===== src/rtl/anbsplit_pkg.sv =====
// ============================================================================
// anbsplit_pkg
// Shared types and constants of the start-code unit splitter: parser
// states, opcodes, byte codes and the command beat passed front to back.
// ============================================================================
package anbsplit_pkg;

    // input opcodes
    localparam logic OP_BYTE    = 1'b0;
    localparam logic OP_RESTART = 1'b1;

    // byte codes of the start code
    localparam logic [7:0] BYTE_ZERO = 8'h00;
    localparam logic [7:0] BYTE_ONE  = 8'h01;

    // held zero limit inside a unit
    localparam logic [1:0] HELD_MAX = 2'd3;

    // width of a zero run in one command (up to four zeros)
    localparam int unsigned ZCNT_W = 3;

    // parser state
    typedef enum logic [1:0] {
        ST_SEARCH0,
        ST_SEARCH1,
        ST_SEARCH2,
        ST_IN_UNIT
    } anbsplit_state_t;

    // one command beat: a run of zeros, an optional byte, an optional marker
    typedef struct packed {
        logic [ZCNT_W-1:0] zero_count;
        logic              has_byte;
        logic [7:0]        data;
        logic              marker;
        logic              aborted;
    } anbsplit_cmd_t;

endpackage


===== src/rtl/annexb_nal_unit_splitter_unit.sv =====
// ============================================================================
// annexb_nal_unit_splitter_unit
// Annex B start-code splitter: stream bytes in, unit payload bytes and
// end-of-unit markers out, both sides as queues.
// ============================================================================
// One stream beat is taken every cycle while full is low; the parser decides
// all results of a beat in that same cycle and posts them as one command into
// a queue of QUEUE_DEPTH entries. The expander then gives one result beat per
// cycle while the consumer pops, so an item with n results (up to five) takes
// n output beats; a beat with no result takes no queue entry. Full rises only
// when the command queue is full, which happens when the consumer pops slower
// than results are made. Results pass the queue, then the output register.
module annexb_nal_unit_splitter_unit #(
    parameter int unsigned QUEUE_DEPTH = 4
) (
    input  logic       clk,
    input  logic       rst_n,
    input  logic       push,
    output logic       full,
    input  logic       opcode,
    input  logic [7:0] stream_byte,
    input  logic       end_of_stream,
    output logic       empty,
    input  logic       pop,
    output logic [7:0] payload_byte,
    output logic       has_byte,
    output logic       end_of_unit,
    output logic       aborted,
    output logic       last
);

    logic                        accept;
    logic                        cmd_valid;
    anbsplit_pkg::anbsplit_cmd_t cmd;
    anbsplit_pkg::anbsplit_cmd_t head;
    logic                        head_valid;
    logic                        head_take;

    // input beat handshake
    assign accept = push && !full;

    // parser front end
    anbsplit_front u_front (
        .clk           (clk),
        .rst_n         (rst_n),
        .accept        (accept),
        .opcode        (opcode),
        .stream_byte   (stream_byte),
        .end_of_stream (end_of_stream),
        .cmd_valid     (cmd_valid),
        .cmd           (cmd)
    );

    // command queue
    anbsplit_queue #(
        .DEPTH (QUEUE_DEPTH)
    ) u_queue (
        .clk       (clk),
        .rst_n     (rst_n),
        .wr_en     (cmd_valid),
        .wr_data   (cmd),
        .rd_en     (head_take),
        .rd_data   (head),
        .not_empty (head_valid),
        .full      (full)
    );

    // result expander
    anbsplit_back u_back (
        .clk          (clk),
        .rst_n        (rst_n),
        .head         (head),
        .head_valid   (head_valid),
        .head_take    (head_take),
        .pop          (pop),
        .empty        (empty),
        .payload_byte (payload_byte),
        .has_byte     (has_byte),
        .end_of_unit  (end_of_unit),
        .aborted      (aborted),
        .last         (last)
    );

endmodule


===== src/rtl/anbsplit_front.sv =====
// ============================================================================
// anbsplit_front
// Parser front end: takes one stream beat per cycle while accept is high,
// tracks start code search and held zeros; one command per beat with results.
// ============================================================================
module anbsplit_front (
    input  logic                    clk,
    input  logic                    rst_n,
    input  logic                    accept,
    input  logic                    opcode,
    input  logic [7:0]              stream_byte,
    input  logic                    end_of_stream,
    output logic                    cmd_valid,
    output anbsplit_pkg::anbsplit_cmd_t cmd
);

    anbsplit_pkg::anbsplit_state_t state_reg;
    anbsplit_pkg::anbsplit_state_t state_next;
    logic [1:0] held_zeros_reg;
    logic [1:0] held_zeros_next;

    logic       opened;
    logic       pre_zero;
    logic [1:0] flush_zeros;
    logic [1:0] eos_zeros;
    logic       has_byte;
    logic       marker;
    logic       aborted;

    // parser state registers
    always_ff @(posedge clk or negedge rst_n)
    begin
        if (!rst_n)
        begin
            state_reg      <= anbsplit_pkg::ST_SEARCH0;
            held_zeros_reg <= 2'd0;
        end
        else if (accept)
        begin
            state_reg      <= state_next;
            held_zeros_reg <= held_zeros_next;
        end
    end

    // classify the beat and build its command
    always_comb
    begin
        state_next      = state_reg;
        held_zeros_next = held_zeros_reg;
        opened          = 1'b0;
        pre_zero        = 1'b0;
        flush_zeros     = 2'd0;
        eos_zeros       = 2'd0;
        has_byte        = 1'b0;
        marker          = 1'b0;
        aborted         = 1'b0;

        if (opcode == anbsplit_pkg::OP_RESTART)
        begin
            marker          = (state_reg == anbsplit_pkg::ST_IN_UNIT);
            aborted         = marker;
            state_next      = anbsplit_pkg::ST_SEARCH0;
            held_zeros_next = 2'd0;
        end
        else
        begin
            case (state_reg)
                anbsplit_pkg::ST_SEARCH1:
                begin
                    state_next = (stream_byte == anbsplit_pkg::BYTE_ZERO) ?
                                 anbsplit_pkg::ST_SEARCH2 : anbsplit_pkg::ST_SEARCH0;
                end
                anbsplit_pkg::ST_SEARCH2:
                begin
                    if (stream_byte == anbsplit_pkg::BYTE_ONE)
                    begin
                        state_next      = anbsplit_pkg::ST_IN_UNIT;
                        held_zeros_next = 2'd0;
                        opened          = 1'b1;
                    end
                    else if (stream_byte != anbsplit_pkg::BYTE_ZERO)
                    begin
                        state_next = anbsplit_pkg::ST_SEARCH0;
                    end
                end
                anbsplit_pkg::ST_IN_UNIT:
                begin
                    if (stream_byte == anbsplit_pkg::BYTE_ZERO)
                    begin
                        // fourth zero pushes out the oldest held one
                        if (held_zeros_reg == anbsplit_pkg::HELD_MAX)
                            pre_zero = 1'b1;
                        else
                            held_zeros_next = held_zeros_reg + 2'd1;
                    end
                    else if (stream_byte == anbsplit_pkg::BYTE_ONE &&
                             (held_zeros_reg inside {[2'd2:2'd3]}))
                    begin
                        // start code closes the unit and opens a new one
                        marker          = 1'b1;
                        held_zeros_next = 2'd0;
                        opened          = 1'b1;
                    end
                    else
                    begin
                        flush_zeros     = held_zeros_reg;
                        has_byte        = 1'b1;
                        held_zeros_next = 2'd0;
                    end
                end
                default:
                begin
                    state_next = (stream_byte == anbsplit_pkg::BYTE_ZERO) ?
                                 anbsplit_pkg::ST_SEARCH1 : anbsplit_pkg::ST_SEARCH0;
                end
            endcase

            // end of stream closes a unit that was open before this beat
            if (end_of_stream)
            begin
                if (state_next == anbsplit_pkg::ST_IN_UNIT && !opened)
                begin
                    eos_zeros = held_zeros_next;
                    marker    = 1'b1;
                end
                state_next      = anbsplit_pkg::ST_SEARCH0;
                held_zeros_next = 2'd0;
            end
        end

        cmd.zero_count = {2'b00, pre_zero} + {1'b0, flush_zeros} + {1'b0, eos_zeros};
        cmd.has_byte   = has_byte;
        cmd.data       = stream_byte;
        cmd.marker     = marker;
        cmd.aborted    = aborted;
        cmd_valid      = accept && ((cmd.zero_count != '0) || has_byte || marker);
    end

`ifndef SYNTHESIS
    // zeros are only ever held inside a unit
    assert property (@(posedge clk) disable iff (!rst_n)
        (held_zeros_reg != 2'd0) |-> (state_reg == anbsplit_pkg::ST_IN_UNIT))
        else $error("held zeros outside a unit");

    // a restart never produces bytes
    assert property (@(posedge clk) disable iff (!rst_n)
        (cmd_valid && opcode == anbsplit_pkg::OP_RESTART) |->
        (cmd.zero_count == '0 && !cmd.has_byte && cmd.marker && cmd.aborted))
        else $error("restart command carries data");
`endif

endmodule


===== src/rtl/anbsplit_queue.sv =====
// ============================================================================
// anbsplit_queue
// Small command queue between the parser and the result expander, so that
// each side can stall on its own.
// ============================================================================
module anbsplit_queue #(
    parameter int unsigned DEPTH = 4
) (
    input  logic                        clk,
    input  logic                        rst_n,
    input  logic                        wr_en,
    input  anbsplit_pkg::anbsplit_cmd_t wr_data,
    input  logic                        rd_en,
    output anbsplit_pkg::anbsplit_cmd_t rd_data,
    output logic                        not_empty,
    output logic                        full
);

    localparam int unsigned PTR_W = (DEPTH > 1) ? $clog2(DEPTH) : 1;
    localparam int unsigned CNT_W = $clog2(DEPTH + 1);
    localparam logic [PTR_W-1:0] PTR_LAST = PTR_W'(DEPTH - 1);
    localparam logic [CNT_W-1:0] CNT_FULL = CNT_W'(DEPTH);

    anbsplit_pkg::anbsplit_cmd_t entry_reg [DEPTH];
    logic [PTR_W-1:0] wr_ptr_reg;
    logic [PTR_W-1:0] rd_ptr_reg;
    logic [CNT_W-1:0] count_reg;
    logic [CNT_W-1:0] count_next;

    // entry storage
    always_ff @(posedge clk)
    begin
        if (wr_en)
            entry_reg[wr_ptr_reg] <= wr_data;
    end

    // pointers and fill count
    always_ff @(posedge clk or negedge rst_n)
    begin
        if (!rst_n)
        begin
            wr_ptr_reg <= '0;
            rd_ptr_reg <= '0;
            count_reg  <= '0;
        end
        else
        begin
            if (wr_en)
                wr_ptr_reg <= (wr_ptr_reg == PTR_LAST) ? '0 : wr_ptr_reg + 1'b1;
            if (rd_en)
                rd_ptr_reg <= (rd_ptr_reg == PTR_LAST) ? '0 : rd_ptr_reg + 1'b1;
            count_reg <= count_next;
        end
    end

    always_comb
    begin
        count_next = count_reg;
        if (wr_en && !rd_en)
            count_next = count_reg + 1'b1;
        else if (rd_en && !wr_en)
            count_next = count_reg - 1'b1;
    end

    assign rd_data   = entry_reg[rd_ptr_reg];
    assign not_empty = (count_reg != '0);
    assign full      = (count_reg == CNT_FULL);

`ifndef SYNTHESIS
    // no write into a full queue
    assert property (@(posedge clk) disable iff (!rst_n)
        full |-> !wr_en)
        else $error("queue overflow");

    // no read from an empty queue
    assert property (@(posedge clk) disable iff (!rst_n)
        rd_en |-> not_empty)
        else $error("queue underflow");
`endif

endmodule


===== src/rtl/anbsplit_back.sv =====
// ============================================================================
// anbsplit_back
// Result expander: turns each command into its zero, byte and marker
// beats, one per cycle while pop allows, through a single output register.
// ============================================================================
module anbsplit_back (
    input  logic                        clk,
    input  logic                        rst_n,
    input  anbsplit_pkg::anbsplit_cmd_t head,
    input  logic                        head_valid,
    output logic                        head_take,
    input  logic                        pop,
    output logic                        empty,
    output logic [7:0]                  payload_byte,
    output logic                        has_byte,
    output logic                        end_of_unit,
    output logic                        aborted,
    output logic                        last
);

    logic                        busy_reg;
    logic                        busy_next;
    anbsplit_pkg::anbsplit_cmd_t work_reg;
    anbsplit_pkg::anbsplit_cmd_t work_next;
    anbsplit_pkg::anbsplit_cmd_t cur;

    logic       out_valid_reg;
    logic [7:0] out_byte_reg;
    logic       out_has_reg;
    logic       out_eou_reg;
    logic       out_ab_reg;
    logic       out_last_reg;

    logic       advance;
    logic       step;
    logic [7:0] step_byte;
    logic       step_has;
    logic       step_eou;
    logic       step_ab;
    logic       step_last;

    // pick the command being expanded and work out its next beat
    always_comb
    begin
        advance   = !out_valid_reg || pop;
        cur       = busy_reg ? work_reg : head;
        head_take = advance && !busy_reg && head_valid;
        step      = advance && (busy_reg || head_valid);
        work_next = cur;
        step_byte = 8'h00;
        step_has  = 1'b0;
        step_eou  = 1'b0;
        step_ab   = 1'b0;
        step_last = 1'b0;

        if (cur.zero_count != '0)
        begin
            step_has             = 1'b1;
            work_next.zero_count = cur.zero_count - 1'b1;
            step_last = (cur.zero_count == anbsplit_pkg::ZCNT_W'(1)) &&
                        !cur.has_byte && !cur.marker;
        end
        else if (cur.has_byte)
        begin
            step_byte          = cur.data;
            step_has           = 1'b1;
            work_next.has_byte = 1'b0;
            step_last          = !cur.marker;
        end
        else
        begin
            step_eou         = 1'b1;
            step_ab          = cur.aborted;
            work_next.marker = 1'b0;
            step_last        = 1'b1;
        end

        busy_next = busy_reg;
        if (step)
            busy_next = !step_last;
    end

    // expander control
    always_ff @(posedge clk or negedge rst_n)
    begin
        if (!rst_n)
        begin
            busy_reg      <= 1'b0;
            out_valid_reg <= 1'b0;
        end
        else
        begin
            busy_reg <= busy_next;
            if (advance)
                out_valid_reg <= step;
        end
    end

    // working copy and output payload
    always_ff @(posedge clk)
    begin
        if (step)
        begin
            work_reg     <= work_next;
            out_byte_reg <= step_byte;
            out_has_reg  <= step_has;
            out_eou_reg  <= step_eou;
            out_ab_reg   <= step_ab;
            out_last_reg <= step_last;
        end
    end

    assign empty        = !out_valid_reg;
    assign payload_byte = out_byte_reg;
    assign has_byte     = out_has_reg;
    assign end_of_unit  = out_eou_reg;
    assign aborted      = out_ab_reg;
    assign last         = out_last_reg;

`ifndef SYNTHESIS
    // a busy expander always has beats left to give
    assert property (@(posedge clk) disable iff (!rst_n)
        busy_reg |-> (work_reg.zero_count != '0 || work_reg.has_byte || work_reg.marker))
        else $error("expander busy with nothing left");

    // a new command is only taken once the previous one is done
    assert property (@(posedge clk) disable iff (!rst_n)
        (step && !step_last) |=> busy_reg)
        else $error("expander dropped part of a command");
`endif

endmodule


===== config.mk =====
export PLATFORM = sky130hd
export DESIGN_NAME = annexb_nal_unit_splitter_unit
export DESIGN_NICKNAME = d
export VERILOG_FILES = /design/src/rtl/anbsplit_pkg.sv /design/src/rtl/annexb_nal_unit_splitter_unit.sv /design/src/rtl/anbsplit_front.sv /design/src/rtl/anbsplit_queue.sv /design/src/rtl/anbsplit_back.sv
export SDC_FILE = /design/constraint.sdc
export NUM_CORES = 1
export LEC_CHECK = 0
export CAP_MARGIN = 20
export CORE_MARGIN = 3
export CORE_UTILIZATION = 41
export DETAILED_ROUTE_END_ITERATION = 10
export DONT_BUFFER_PORTS = 1
export PLACE_DENSITY = 0.57
export SLEW_MARGIN = 25
export SYNTH_ARGS = -nofsm -noshare
export SYNTH_HDL_FRONTEND = slang
export SYNTH_SLANG_ARGS = --single-unit

===== constraint.sdc =====
create_clock -name clk -period 4.1 [get_ports clk]
set_clock_uncertainty 0.2 [all_clocks]
set_input_delay 1.025 -clock clk [delete_from_list [all_inputs] [get_ports clk]]
set_output_delay 1.025 -clock clk [all_outputs]
set_load 0.03 [all_outputs]

==> results of run 1 <==
logic make-up (layout without fill, tap and decap cells):
family | Yosys count | count (layout)
flops | 95 | 95
simple gates | 69 | 69
mux | 34 | 34
compound gates | 32 | 32
buf+inv | 32 | 65
fa+ha+maj | 13 | 13
xor+xnor | 4 | 4
final timing paths:
check | cells past startpoint | slack, ps | to
max in group asynchronous | 0 | 3470 | u_queue.rd_ptr_reg[0]$_DFFE_PN0P_
max | 13 | 40 | u_queue.count_reg[1]$_DFFE_PN0P_
min | 0 | 150 | u_front.held_zeros_reg[0]$_DFFE_PN0P_
min in group clk | 2 | 320 | u_back.out_valid_reg$_DFFE_PN0N_
max reg2reg | 13 | 540 | u_queue.count_reg[1]$_DFFE_PN0P_
min reg2reg | 2 | 320 | u_back.out_valid_reg$_DFFE_PN0N_
synthesized netlist by cell type, drive strengths merged, types with 6 or more instances:
cell / number
a21oi: 7
nor2b: 11
nor2: 19
ha: 10
mux4: 11
inv: 21
nor3: 6
mux2i: 6
mux2: 17
dfrtp: 13
o21ai: 7
nand2: 10
buf: 7
edfxtp: 82
repair_timing:
item / in CTS / in global routing
cloned: 0 / 0
hold buffers: 0 / 0
pin swaps: 3 / 8
gates resized for setup: 2 / 6
setup buffers: 0 / 1
endpoints found under the setup margin: 1 / 2
per-layer routing:
layer	vias up	part of all wire (%)	track usage, %	wire length, um
met4	0	0.92	3.61	70
met3	5	2.9	3.94	223
met1	1191	49	19.4	3680
met5	-	0	0	0
li1	1097	-	-	-
met2	28	48	22.0	3600
final cells by class:
| type | instances | area, um2 | area share (%) |
|---|---|---|---|
| tap | 133 | 166 | 3.40 |
| clock inverter | 6 | 75.1 | 1.53 |
| sequential | 95 | 2790 | 56.9 |
| clock buffer | 10 | 138 | 2.81 |
| timing repair buffer | 28 | 260 | 5.31 |
| multi-input combinational | 152 | 1400 | 28.5 |
| inverter | 21 | 78.8 | 1.61 |
stage by stage:
step	area [um2]	power, mW	hold WS, ps
4_1_cts	4870	2.67	125
3_5_place_dp	4640	2.03	299
6_report	4900	2.63	149
3_3_place_gp	4640	2.02	299
5_1_grt	4900	2.79	112
2_1_floorplan	4280	1.87	266
where the power goes:
part,total [mW],switching [mW],internal (mW)
Combinational,0.592,0.283,0.309
Sequential,1.40,0.189,1.21
Clock,0.638,0.330,0.308
layout by cell type, fill, tap and decap left out, types with 4 or more instances in the layout:
cell type	n
edfxtp_1	82
buf_4	24
inv_1	20
nor2_1	17
mux2_2	15
dfrtp_1	13
mux4_2	11
nor2b_1	11
nand2_1	10
clkbuf_8	10
ha_1	9
mux2i_1	6
o21ai_0	6
a21oi_1	5
nor3_1	5
nand2b_1	4
and3_1	4
buf_12	4
==> summary.txt, run 1 <==
Critical path
  – Slowest stage delay, CP: 600 ps
  – WP buf/inv: 2
  – Req. time, crit path: between 4000 and 5000 ps
  – WP data arrival: 4100 ps
  – Kind of start point of the critical path: input port
  – Max Fanout on Critical Path: 5
  – CP top delay family: adder cells
  – Critical R2R Launch: u_front.held_zeros_reg[1]$_DFFE_PN0P_
  – Worst Setup SP: stream_byte[5]
  – Slowest CP cell: fa_1
  – CP endpoint kind: flop
  – Critical path class: in2reg
  – Crit-path cells: nor4_4, and2_4, mux2_2, a21oi_2, o2111ai_2, fa_1, nand3_2, o31ai_4, inv_1, ha_2, inv_2, fa_1, mux2_2

Global routing
  – GR Util All Layers: 14.0%
  – Grt total ovfl: 0
  – First-pass GRT wire length: 12300 um
  – Largest net degree at the start of global routing: 27
  – Initial antenna violation count: 0
  – Vias in the first global route: 2350

Floorplan
  – Core Footprint: 0.00995 mm2
  – Initial Utilization: about 43%
  – DIE AREA: 0.0117 mm2
  – IO Count: 28
  – Die height: 108 um
  – # rows: 36
  – Chip width: approximately 110 um

Placed design
  – Placer Congestion: 0.829
  – Post-placement cell count: 428
  – Hpwl dp: ~5200 um
  – Port bufs: 0
  – Pre-CTS setup slack: -493 ps

Layout
  – Area delta synth->final: 14.7%
  – Final Core Density: between 40% and 50%
  – N_diodes: 0
  – Largest register FFs: 56
  – # nets final: around 330
  – Filler cell count in the final layout: 866
  – Post-route insts no fill: 445
  – Fraction of layout cells with a size suffix above 1: 29.2%

Power and ir drop
  – Power Density: between 500 and 600 mW/mm2
  – Worst VDD drop: about 0.19 mV
  – Pleak: 1.76 nW

Timing
  – Slew @ Worst Pin: 801 ps
  – Final hold viol count: 0
  – RSZ-0062 raised after global routing: yes
  – Min Tclk post-route: between 4000 and 5000 ps
  – Fin. max-slew vios: 0
  – Relative slew slack: 46.6%
  – Setup violators final: 0
  – Fin Setup TNS: 0 ps
  – Highest clock rate: ~250 MHz
  – Fin crit share: between 90% and 100%
  – Final WS setup: 37.0 ps

Clock tree
  – Root Driver: clkbuf_8
  – TritonCTS clock tree: done
  – Num Clock Sinks: 95
  – Clk Latency, worst-skew pair: about 360 ps
  – Worst-path clk slew: 100 ps
  – Maximum clock path buffer count: 2
  – CTS buffer count: 9
  – H-tree levels: 3

Routing
  – DRC: 0
  – Vias per inst: 5.22
  – Pre-Repair DR Iteration Count: 4
  – Starting DRT DRC Count: 92
  – DRT antenna net count: 0
  – Drt wl/cell: 17.0 um
  – Total Routed Length: roughly 7600 um
  – Vias: 2321

Synthesis
  – Mean Syn Cell Area: around 15 um2
  – Most common flop cell mapped by yosys: edfxtp_1
  – Largest area contributor in the netlist: edfxtp_1
  – Cells after Synth: between 200 and 300
  – Synth unique cells: 51
  – Sequential share of the synthesized area: 65.3%
  – Post-synthesis compound-gate area fraction: under 10%
  – Post-Syn Area: 0.00427 mm2
  – Top post-synthesis cells by area: edfxtp_1 58%, dfrtp_1 7.6%, mux4_2 5.8%
  – #FFs+latches synth: 95
  – Synth Net Count: 306
  – Area share of fa/ha/maj cells after synthesis: approximately 4.3%
  – Post-synth top area share: 57.6%
  – Synth Warn #: 0
  – Synth Area in XOR/XNOR: less than 1%
  – Simple-gate share of the synthesized area: 8.76%
  – Number of synthesized flops with an enable pin: 82
  – Mux contribution to synthesized area: 11.9%
  – Largest family of logic cells by synthesized area: multiplexers
  – Asr flop ratio synth: 13.7%

Run
  – Max cap viols: 0

Worst hold path
  – Tightest Hold Check Type: in2async

Run status
  – Status: complete, no violations
Power figures use the tool's default switching activity.
==> run 2, diff against run 1 <==
--- a/config.mk
+++ b/config.mk
@@ -6,11 +6,13 @@
 export NUM_CORES = 1
 export LEC_CHECK = 0
 export CAP_MARGIN = 20
+export CELL_PAD_IN_SITES_DETAIL_PLACEMENT = 2
+export CELL_PAD_IN_SITES_GLOBAL_PLACEMENT = 2
 export CORE_MARGIN = 3
 export CORE_UTILIZATION = 41
 export DETAILED_ROUTE_END_ITERATION = 10
 export DONT_BUFFER_PORTS = 1
-export PLACE_DENSITY = 0.57
+export PLACE_DENSITY = 0.73
 export SLEW_MARGIN = 25
 export SYNTH_ARGS = -nofsm -noshare
 export SYNTH_HDL_FRONTEND = slang
==> summary.txt, run 2 (synthesis results as in run 1) <==
Placed design
  – Pre-CTS setup slack: -669 ps
  – Port bufs: 0
  – Post-placement cell count: 428
  – Placer Congestion: 0.795
  – Hpwl dp: between 6000 and 7000 um

Global routing
  – Largest net degree at the start of global routing: 27
  – Grt total ovfl: 0
  – GR Util All Layers: between 10% and 20%
  – First-pass GRT wire length: 15800 um
  – Initial antenna violation count: 0
  – Vias in the first global route: 2717

Layout
  – Post-route insts no fill: 445
  – Multi-input logic area: 0.00140 mm2
  – Area delta synth->final: 14.6%
  – Register area: around 0.0028 mm2
  – N_diodes: 0
  – Fraction of layout cells with a size suffix above 1: 29.2%
  – Most frequent cells in the layout: 82 x edfxtp_1, 24 x buf_4, 20 x inv_1
  – Final Core Density: 49.2%
  – Most common cell after layout, fill and taps aside: edfxtp_1
  – Largest register FFs: 56
  – Filler cell count in the final layout: 929
  – # nets final: 334

Timing
  – Final WS setup: -4.45 ps
  – Min Tclk post-route: approximately 4000 ps
  – Fin. max-slew vios: 0
  – Final hold viol count: 0
  – Fin crit share: 100%
  – Slew @ Worst Pin: 878 ps
  – RSZ-0062 raised after global routing: yes
  – Relative slew slack: 41.5%
  – Setup violators final: 1
  – Highest clock rate: 244 MHz
  – Hold WS: 132 ps

Critical path
  – Req. time, crit path: 4160 ps
  – R2R depth: 13
  – Kind of start point of the critical path: input port
  – Critical path class: in2reg
  – CP endpoint kind: flop
  – WP data arrival: between 4000 and 5000 ps
  – R2R Setup Slk: 440 ps
  – Max Fanout on Critical Path: 5
  – FF-to-FF End: u_queue.count_reg[1]$_DFFE_PN0P_
  – Critical R2R Launch: u_front.state_reg[0]$_DFFE_PN0P_

Clock tree
  – Worst-path clk slew: 110 ps
  – Hold buffers post-CTS: 0
  – Clk Latency, worst-skew pair: 380 ps
  – CTS buffer count: 9
  – TritonCTS clock tree: done
  – Maximum clock path buffer count: 2
  – Root Driver: clkbuf_8
  – Num Clock Sinks: 95
  – H-tree levels: 3

Run status
  – Failing checks: negative setup slack
  – Status: finished, violations left

Floorplan
  – IO Count: 28
  – # rows: 36
  – DIE AREA: ~0.012 mm2
  – Die height: 108 um
  – Chip width: 108 um
  – Initial Utilization: 42.9%
  – Core Footprint: 0.00995 mm2

Power and ir drop
  – Pleak: about 1.8 nW
  – Total power: 2.69 mW
  – Worst VDD drop: 0.199 mV
  – Power Density: roughly 550 mW/mm2

Routing
  – DRC: 0
  – DRT antenna net count: 0
  – Total Routed Length: about 9800 um
  – Vias per inst: 5.38
  – Pre-Repair DR Iteration Count: 4
  – Starting DRT DRC Count: 77
  – Drt wl/cell: about 22 um
  – Vias: around 2400

Worst hold path
  – Tightest Hold Check Type: in2async

Run
  – Max cap viols: 0
## run 2: power breakdown
group	leakage [nW]	total [mW]	internal, mW	switching [mW]
Sequential	0.929	1.42	1.21	0.210
Clock	0.105	0.633	0.247	0.386
Combinational	0.735	0.634	0.320	0.314
Total	1.77	2.69	1.78	0.910
## run 2: routing by layer
layer	up-vias	share of wire, %	GRT usage, %
li1	1100	-	-
met2	38	52	31.3
met1	1243	44	23.6
met4	0	1.5	6.40
met3	11	2.8	3.76
met5	-	0	0
## run 2: area by class of cell
| class | count | share of cell area [%] |
|---|---|---|
| flip-flops and latches | 95 | 57.0 |
| clock inverters | 7 | 1.61 |
| inverters | 21 | 1.61 |
| clock buffers | 9 | 2.53 |
| well taps | 133 | 3.40 |
| multi-input cells | 152 | 28.6 |
| repair buffers | 28 | 5.32 |
## run 2: how the worst max path moves through the flow
stage                     slack, ps            from                                to  cells past startpoint
after global routing           -130  stream_byte[6]  u_queue.count_reg[1]$_DFFE_PN0P_                     14
after CTS                       -40  stream_byte[6]  u_queue.count_reg[1]$_DFFE_PN0P_                     14
final                            -4  stream_byte[6]  u_queue.count_reg[1]$_DFFE_PN0P_                     14
after detailed placement       -670  stream_byte[6]  u_queue.count_reg[1]$_DFFE_PN0P_                     14
after floorplan                -550  stream_byte[6]  u_queue.count_reg[1]$_DFFE_PN0P_                     15
after global placement         -470  stream_byte[6]  u_queue.count_reg[1]$_DFFE_PN0P_                     14
## run 2: per-stage QoR
step	area, um2	setup TNS, ps
2_1_floorplan	4280	-11750
6_report	4890	-4.45
4_1_cts	4880	-46.3
3_5_place_dp	4640	-16600
5_1_grt	4890	-152
3_3_place_gp	4640	-5800
## run 2: critical path, cell delays in order
cell	delay, ps
nor4_4	300
and2_4	220
o21ai_2	50
a22oi_2	140
o2111ai_2	160
fa_2	390
fa_1	530
nand3_2	110
o31ai_4	200
inv_1	80
ha_2	180
inv_2	60
fa_2	440
mux2_4	280
## run 2: what timing repair did
action,4_1_cts,5_1_grt
gates resized for setup,6,4
setup buffers,1,0
endpoints found under the setup margin,2,2
pin swaps,5,3
